## config.mk

```make
export PLATFORM = sky130hd
export DESIGN_NAME = packet_receive_deframer_crc8
export DESIGN_NICKNAME = d
export VERILOG_FILES = /design/src/hw/rtl/prd_pkg.sv /design/src/hw/rtl/packet_receive_deframer_crc8.sv
export SDC_FILE = /design/constraint.sdc
export NUM_CORES = 1
export LEC_CHECK = 0
export ABC_AREA = 1
export BUFFER_PORTS_ARGS = -buffer_cell sky130_fd_sc_hd__buf_2
export CORE_ASPECT_RATIO = 1.75
export CORE_UTILIZATION = 58
export CTS_BUF_LIST = sky130_fd_sc_hd__clkbuf_8 sky130_fd_sc_hd__clkbuf_16
export DETAILED_ROUTE_END_ITERATION = 16
export PLACE_DENSITY = 0.87
export RECOVER_POWER = 50
export REMOVE_ABC_BUFFERS = 1
export SYNTH_ARGS = -nofsm -noshare
export SYNTH_HDL_FRONTEND = slang
export SYNTH_SLANG_ARGS = --single-unit
```

## constraint.sdc

```tcl
create_clock -name clk -period 5.35 [get_ports clk]
set_input_delay 0.8025 -clock clk [delete_from_list [all_inputs] [get_ports clk]]
set_output_delay 0.8025 -clock clk [all_outputs]
set_load 0.1 [all_outputs]
```

## src/hw/rtl/prd_pkg.sv

```systemverilog
// ----------------------------------------------------------------------------
// prd_pkg
// Shared constants, codes and the CRC-8 step for the packet deframer.
// ----------------------------------------------------------------------------
package prd_pkg;

  localparam int unsigned BYTE_W    = 8;
  localparam int unsigned STATUS_W  = 2;
  localparam int unsigned PHASE_W   = 3;
  localparam int unsigned APB_AW    = 3;
  localparam int unsigned APB_DW    = 32;

  localparam logic [BYTE_W-1:0] CRC_POLY        = 8'h07;
  localparam logic [BYTE_W-1:0] CRC_INIT        = 8'h00;
  localparam logic [BYTE_W-1:0] START_MARKER_RST = 8'h00;
  localparam logic [BYTE_W-1:0] MAX_LEN_RST      = 8'd60;

  // Status codes
  localparam logic [STATUS_W-1:0] ST_OK       = 2'd0;
  localparam logic [STATUS_W-1:0] ST_NOSTART  = 2'd1;
  localparam logic [STATUS_W-1:0] ST_OVERFLOW = 2'd2;
  localparam logic [STATUS_W-1:0] ST_CRCBAD   = 2'd3;

  // Register indexes (paddr[2])
  localparam logic REG_START_MARKER = 1'b0;
  localparam logic REG_MAX_LEN      = 1'b1;

  typedef logic [BYTE_W-1:0] byte_t;

  // CRC-8, MSB first, one byte per call
  function automatic byte_t crc8_update(input byte_t acc, input byte_t b);
    byte_t v;
    v = acc ^ b;
    for (int k = 0; k < BYTE_W; k++) begin
      if (v[BYTE_W-1]) begin
        v = {v[BYTE_W-2:0], 1'b0} ^ CRC_POLY;
      end else begin
        v = {v[BYTE_W-2:0], 1'b0};
      end
    end
    return v;
  endfunction

endpackage

```

## src/hw/rtl/packet_receive_deframer_crc8.sv

```systemverilog
// ----------------------------------------------------------------------------
// packet_receive_deframer_crc8
// Parses start/type/length/payload/CRC-8 frames from a byte stream and
// emits payload bytes and end-of-frame or error status transactions.
// ----------------------------------------------------------------------------
//  channel  | ports                                   | direction
//  ---------+-----------------------------------------+----------
//  input    | in_valid, in_ready, in_rx_byte          | in
//  result   | out_valid, out_ready, out_payload_byte, | out
//           | out_frame_type, out_frame_len,          |
//           | out_status, out_frame_end               |
//  config   | psel, penable, pwrite, paddr, pwdata,   | APB
//           | prdata, pready                          |
//
// One byte per cycle while in_ready is high: parse state and the result
// register update on acceptance; the result is visible in the cycle after.
// The CRC step is an unrolled eight-bit update between state registers.
// in_ready is high when the result register is empty or being drained.
// Synchronous active-low reset puts the parser in start-byte hunt and
// loads register defaults (start marker 0, max length 60).
// ----------------------------------------------------------------------------
module packet_receive_deframer_crc8 (
  input  logic                          clk,
  input  logic                          rst_n,
  input  logic                          in_valid,
  output logic                          in_ready,
  input  logic [prd_pkg::BYTE_W-1:0]    in_rx_byte,
  output logic                          out_valid,
  input  logic                          out_ready,
  output logic [prd_pkg::BYTE_W-1:0]    out_payload_byte,
  output logic [prd_pkg::BYTE_W-1:0]    out_frame_type,
  output logic [prd_pkg::BYTE_W-1:0]    out_frame_len,
  output logic [prd_pkg::STATUS_W-1:0]  out_status,
  output logic                          out_frame_end,
  input  logic                          psel,
  input  logic                          penable,
  input  logic                          pwrite,
  input  logic [prd_pkg::APB_AW-1:0]    paddr,
  input  logic [prd_pkg::APB_DW-1:0]    pwdata,
  output logic [prd_pkg::APB_DW-1:0]    prdata,
  output logic                          pready
);
  import prd_pkg::*;

  localparam logic [PHASE_W-1:0] PH_HUNT    = 3'd0;
  localparam logic [PHASE_W-1:0] PH_TYPE    = 3'd1;
  localparam logic [PHASE_W-1:0] PH_LEN     = 3'd2;
  localparam logic [PHASE_W-1:0] PH_PAYLOAD = 3'd3;
  localparam logic [PHASE_W-1:0] PH_CRC     = 3'd4;

  byte_t start_marker_r, max_len_r;
  logic [PHASE_W-1:0] phase_r, phase_nxt;
  byte_t held_type_r, held_type_nxt;
  byte_t held_len_r, held_len_nxt;
  byte_t remain_r, remain_nxt;
  byte_t crc_r, crc_nxt;

  logic                out_valid_r;
  byte_t               out_payload_r, out_payload_nxt;
  byte_t               out_type_r, out_type_nxt;
  byte_t               out_len_r, out_len_nxt;
  logic [STATUS_W-1:0] out_status_r, out_status_nxt;
  logic                out_end_r, out_end_nxt;
  logic                emit;
  logic                in_fire;
  logic                cfg_wr;
  byte_t               remain_dec;

  assign pready   = 1'b1;
  assign cfg_wr   = psel & penable & pwrite;
  assign in_ready = ~out_valid_r | out_ready;
  assign in_fire  = in_valid & in_ready;
  assign remain_dec = remain_r - 8'd1;

  always_comb begin
    unique case (paddr[2])
      REG_START_MARKER: prdata = {{(APB_DW-BYTE_W){1'b0}}, start_marker_r};
      REG_MAX_LEN:      prdata = {{(APB_DW-BYTE_W){1'b0}}, max_len_r};
      default:          prdata = '0;
    endcase
  end

  always_ff @(posedge clk) begin
    if (!rst_n) begin
      start_marker_r <= START_MARKER_RST;
      max_len_r      <= MAX_LEN_RST;
    end else if (cfg_wr) begin
      if (paddr[2] == REG_START_MARKER) begin
        start_marker_r <= pwdata[BYTE_W-1:0];
      end else begin
        max_len_r <= pwdata[BYTE_W-1:0];
      end
    end
  end

  // Parser next state and result for the byte on the input
  always_comb begin
    phase_nxt       = phase_r;
    held_type_nxt   = held_type_r;
    held_len_nxt    = held_len_r;
    remain_nxt      = remain_r;
    crc_nxt         = crc_r;
    emit            = 1'b0;
    out_payload_nxt = '0;
    out_type_nxt    = held_type_r;
    out_len_nxt     = held_len_r;
    out_status_nxt  = ST_OK;
    out_end_nxt     = 1'b1;
    unique case (phase_r)
      PH_TYPE: begin
        held_type_nxt = in_rx_byte;
        phase_nxt     = PH_LEN;
      end
      PH_LEN: begin
        held_len_nxt = in_rx_byte;
        if (in_rx_byte > max_len_r) begin
          phase_nxt      = PH_HUNT;
          emit           = 1'b1;
          out_len_nxt    = in_rx_byte;
          out_status_nxt = ST_OVERFLOW;
        end else begin
          crc_nxt    = CRC_INIT;
          remain_nxt = in_rx_byte;
          phase_nxt  = (in_rx_byte == '0) ? PH_CRC : PH_PAYLOAD;
        end
      end
      PH_PAYLOAD: begin
        crc_nxt    = crc8_update(crc_r, in_rx_byte);
        remain_nxt = remain_dec;
        if (remain_dec == '0) begin
          phase_nxt = PH_CRC;
        end
        emit            = 1'b1;
        out_payload_nxt = in_rx_byte;
        out_end_nxt     = 1'b0;
      end
      PH_CRC: begin
        phase_nxt      = PH_HUNT;
        emit           = 1'b1;
        out_status_nxt = (in_rx_byte == crc_r) ? ST_OK : ST_CRCBAD;
      end
      default: begin
        // hunt; unused codes land here too
        phase_nxt = PH_HUNT;
        if (in_rx_byte == start_marker_r) begin
          crc_nxt   = CRC_INIT;
          phase_nxt = PH_TYPE;
        end else begin
          emit           = 1'b1;
          out_type_nxt   = '0;
          out_len_nxt    = '0;
          out_status_nxt = ST_NOSTART;
        end
      end
    endcase
  end

  always_ff @(posedge clk) begin
    if (!rst_n) begin
      phase_r     <= PH_HUNT;
      held_type_r <= '0;
      held_len_r  <= '0;
      remain_r    <= '0;
      crc_r       <= CRC_INIT;
    end else if (in_fire) begin
      phase_r     <= phase_nxt;
      held_type_r <= held_type_nxt;
      held_len_r  <= held_len_nxt;
      remain_r    <= remain_nxt;
      crc_r       <= crc_nxt;
    end
  end

  always_ff @(posedge clk) begin
    if (!rst_n) begin
      out_valid_r <= 1'b0;
    end else if (in_fire) begin
      out_valid_r <= emit;
    end else if (out_ready) begin
      out_valid_r <= 1'b0;
    end
  end

  // Load the result register only when a transaction produces one
  always_ff @(posedge clk) begin
    if (in_fire && emit) begin
      out_payload_r <= out_payload_nxt;
      out_type_r    <= out_type_nxt;
      out_len_r     <= out_len_nxt;
      out_status_r  <= out_status_nxt;
      out_end_r     <= out_end_nxt;
    end
  end

  assign out_valid        = out_valid_r;
  assign out_payload_byte = out_payload_r;
  assign out_frame_type   = out_type_r;
  assign out_frame_len    = out_len_r;
  assign out_status       = out_status_r;
  assign out_frame_end    = out_end_r;

endmodule
```

-- Yosys cells after proc, flatten, opt, wreduce, memory -nomap -nowiden
Index checks and enable logic that the tools add are counted.
- flip-flop bits (word level): 79
- latch bits: 0
- bits in writable memories: 0
- ROM bits: 0
- input bits: 50
- output and inout port bits: 62
- logic and storage cells: 98
- memories: 0
- add/sub/neg operators: 1
- $mul: 0
- divide/modulo/power cells: 0
- magnitude comparators: 1
- equal/unequal tests: 8
- shift operators: 0
- mux-type cells: 41
- bitwise gates (word level): 16
- reductions and logical operators: 18
- operators by type and width (kind ; number):
    $mux W8 ; 14
    $pmux W32 S2 ; 1
    $mux W3 ; 11
    $pmux W8 S2 ; 2
    $not A3 Y3 ; 8
    $pmux W8 S3 ; 1
    $eq A8 B8 Y1 ; 2
    $logic_not A8 Y1 ; 2
    $pmux W3 S4 ; 1
    $reduce_and A2 Y1 ; 5
    $gt A8 B8 Y1 ; 1
    $sub A8 B1 Y8 const B ; 1
    $xor A8 B8 Y8 ; 1
    $mux W1 ; 7
    $eq A3 B2 Y1 const B ; 2
    $pmux W2 S3 ; 1
    $reduce_or A2 Y1 ; 3
    $mux W2 ; 2
    $ne A2 B2 Y1 const B ; 2
    $reduce_and A4 Y1 ; 1
    $reduce_bool A2 Y1 ; 2
    $reduce_or A4 Y1 ; 1
    $and A1 B1 Y1 ; 3
    $eq A3 B1 Y1 const B ; 1
    other kinds (8) ; 10

-- Logic depth before layout (Yosys ltp)
- depth in word-level cells: 25
- gate-level depth with buffers: 16

-- Worst setup path after synthesis
OpenSTA, ideal clock, no wires.
- path type: input to output
- from: input port paddr[2] in the netlist's numbering
- to: output port prdata[1] in the netlist's numbering
- arrival: 3.111 ns
- data required time: 4.548 ns
- setup slack: 1.437 ns
- stages: 2
- cells stage by stage: clkbuf_1 o21ai_0
- longest elaborated chain between the ends: 2
- RTL lines (what ; line ; RTL):
    from (decl) ; packet_receive_deframer_crc8.sv:38 ; input logic [prd_pkg::APB_AW-1:0] paddr,
    $not A1 Y1 ; packet_receive_deframer_crc8.sv:76 ; unique case (paddr[2])
    $pmux W32 S2 (*) ; packet_receive_deframer_crc8.sv:76 ;
    to (decl) ; packet_receive_deframer_crc8.sv:40 ; output logic [prd_pkg::APB_DW-1:0] prdata,
Mark *: on every way between the ends. The rest lies on a longest branch, timed or not. The select of a mux whose other input is x is not followed.

-- Worst setup path after layout
- from: register phase_r[0]
- to: register out_payload_r[6], in the netlist out_payload_byte[6], enable pin
- longest elaborated chain between the ends: 4
- RTL lines (what ; line ; RTL):
    from (decl) ; packet_receive_deframer_crc8.sv:52 ; logic [PHASE_W-1:0] phase_r, phase_nxt;
    from (signal assigned) ; packet_receive_deframer_crc8.sv:166 ; phase_r <= phase_nxt;
    $eq A3 B3 Y1 / $eq A3 B2 Y1 (equally long branches) ; packet_receive_deframer_crc8.sv:109 ; unique case (phase_r)
    $reduce_or A2 Y1 (no line) ; -- ;
    $pmux W1 S3 (*) ; packet_receive_deframer_crc8.sv:109 ;
    $logic_and A1 B1 Y1 (*) ; packet_receive_deframer_crc8.sv:186 ; if (in_fire && emit) begin
    to (signal assigned) ; packet_receive_deframer_crc8.sv:187 ; out_payload_r <= out_payload_nxt;
    to (decl) ; packet_receive_deframer_crc8.sv:59 ; byte_t out_payload_r, out_payload_nxt;
Mark *: on every way between the ends. The rest lies on a longest branch, timed or not.
A chain may end at the register's enable or synchronous reset.

==> qor.txt <==
Reg power frac: 39.4%
Finished Core Util: 67.7%
HP Class: reg2reg
#FFs+latches synth: 79
Reg clk slew, reported paths: 60 ps
Ys flop type: dfxtp_1
Setup WS post-layout: 1630 ps
Area delta synth->final: 12.1%
Post-synthesis sequential area ratio: 42.4%
Vias in the first global route: 3545
Critical Path RT: 5310 ps
Net switching power figure: 497 µW
Arrival time at the worst endpoint: 3680 ps
Synth Warn #: 0
Upper clock frequency limit: 269 MHz
Nets: 687
Number of buffers created by CTS: 9
Cells after Synth: 569
Post-synth EDFFs: 27
Final ANT Viol Nets: 0
Post-Route WL: 9930 µm
Post-cts sizing count: 0
Core Region: 0.00723 mm²
Gate power share: 18.0%
Wire length per cell: 13.9 µm
Static Leak: 2.13 nW
Clock share of power: 42.7%
Power Dens Cells: 332 mW/mm²
Num rows: 41
Clock net sink count: 79
Slew margin rel.: -4.54%
Total negative slack: 0 ps
Slew Limit Fails: 22
Crit end category: flop
Ant diodes: 0
Die width: 67.6 µm
Final worst path period share: 69.4%
Worst slew pin tran: 1560 ps
Cell Area, Synth: 0.00437 mm²
CTS tree: built
Post-DR vias/cell: 5.38
Critical path, cell by cell: nand2_2 > nor2_1 > inv_4 > nand2_1 > nor2_1 > inv_1 > nor2_8 > inv_2 > nand3_1 > inv_1
Worst vdd ir: 0.259 mV
Failing checks: max-capacitance violations, max-slew violations
Switch share: 30.6%
Drt drc: 0
DR iter-0 viols: 367
Drt first pass iters: 7
# hold bufs at CTS: 0
Worst Path Max Fanout: 27
Total number of vias: 3846
Die H: 117 µm
Setup bufs post-CTS: 0
Die area: 0.00790 mm²
Layout cells sized above 1: 12.9%
Number of port buffers: 60
GRT Residual Overflow: 0
Max-cap violations: 1
Gpl congestion: 0.961
Int Pwr: 1.13 mW
Initial antenna violation count: 0
Clock latency on the worst-skew pair: 340 ps
Final Hold Viols: 0
H-Tree Level Count: 3
Ys async rst share: 0%
Critical path launch point type: flop
First-pass GRT wire length: 15800 µm
Avg Cell Area, Syn: 7.68 µm²
Clock root cell: clkbuf_16
Dpl ws: 1940 ps
Starting Density: 60.4%
CTS Buffer Depth: 2
Number of I/O pins: 112
Largest net degree at the start of global routing: 38
DP HPWL: 6860 µm
GRT Resource Usage Total: 27.1%
Clk_skew: 3.46 ps
Setup-failing EPs final: 0
Type of the worst setup path: reg2reg
Tmin final: 3720 ps
Unrepaired setup endpoints after global routing: no
CP max stage delay: 1160 ps
Status: complete, but fails checks
Slowest CP cell: nor2_1
Unique masters post-synth: 35
## cells in the mapped netlist, types with 2 or more instances
cell      instances  area share [%]
nand2_1         125              11
nor2_2            3            0.43
nand3_1          19             2.2
a21oi_1          44             5.0
ha_1             13             3.7
edfxtp_1         27              19
nand2_4           3            0.77
dfxtp_1          52              24
inv_2            14             1.2
xnor2_1          13             2.6
o21ai_0          45             5.2
conb_1            2            0.17
xor2_1            6             1.2
buf_2             6            0.69
nor2_8            2            0.92
buf_4            25             4.3
o21ai_1           3            0.34
nor2_4            3            0.77
nand2_2           7             1.0
clkbuf_1          7            0.60
inv_1            55             4.7
nor2_1           69             5.9
nand4_1           5            0.72
o211ai_1          8             1.4
a21oi_2           3            0.60
## logic make-up after synthesis
family | synth area share, %
compound gates | 12.7
xor+xnor | 3.81
fa+ha+maj | 3.72
buf+inv | 11.9
flops | 42.4
other cells | 0.172
simple gates | 25.3
## layout by cell type, fill, tap and decap left out, types with 2 or more instances in the layout
cell	count
nand4_1	5
nor2_4	2
xnor2_1	13
nand2_2	7
nor2_8	2
o211ai_1	8
o21ai_0	47
inv_1	57
edfxtp_1	27
nand3_1	19
nand2_1	125
clkbuf_16	9
ha_1	13
nor2_2	2
a21oi_1	44
nor2_1	71
bufinv_16	3
a21oi_2	3
nand2_4	3
clkbuf_1	30
dfxtp_1	52
conb_1	25
buf_2	30
inv_2	13
xor2_1	6
## worst paths after layout
check | startpoint | to | slack (ps) | depth (start not counted)
min | max_len_r[1] | max_len_r[1] | 480 | 2
max reg2reg | phase_r[0] | out_payload_byte[6] | 1630 | 10
max | phase_r[0] | out_payload_byte[6] | 1630 | 10
min reg2reg | max_len_r[1] | max_len_r[1] | 480 | 2
## per-stage QoR
step	instance area [µm²]	power, mW	cells	hold WS [ps]
4_1_cts	4940	1.63	715	485
6_report	4900	1.62	715	479
3_5_place_dp	4610	0.943	699	465
2_1_floorplan	4200	0.895	553	447
5_1_grt	4900	1.67	715	495
3_3_place_gp	4610	0.939	699	467
## routing by layer
metal | global-route usage (%) | up-vias | wire length (µm)
li1 | - | 1889 | -
met1 | 27.6 | 1748 | 3640
met2 | 48.3 | 172 | 5260
met3 | 6.40 | 37 | 683
met4 | 16.2 | 0 | 346
met5 | 0 | - | 0
## area by class of cell
cell class,count,area [µm²]
well taps,86,108
repair buffers,60,263
inverters,70,265
clock inverters,7,111
multi-input cells,404,2070
clock buffers,9,225
flip-flops and latches,79,1850
fillers,592,2340
## state kept, by name (all words and copies together) (netlist names), 3 cells and up
signal and count:
crc_r 8, held_len_r 8, held_type_r 8, max_len_r 8, out_frame_len 8, out_frame_type 8
out_payload_byte 8, remain_r 8, start_marker_r 8, phase_r 3
## power groups by stage
stage               combinational [mW]  sequential (mW)  clock [mW]
finish                           0.292            0.640       0.693
global route                     0.308            0.641       0.720
floorplan                        0.172            0.723           0
detailed placement               0.291            0.652           0
global placement                 0.287            0.651           0
CTS                              0.293            0.639       0.694
## worst max-delay path, delay by kind of cell (launching register included)
| kind | cells | cell delay (ps) |
|---|---|---|
| buffers and inverters | 4 | 1230 |
| DFF | 1 | 400 |
| and+or+nand+nor | 6 | 1690 |
Power figures use the tool's default switching activity.
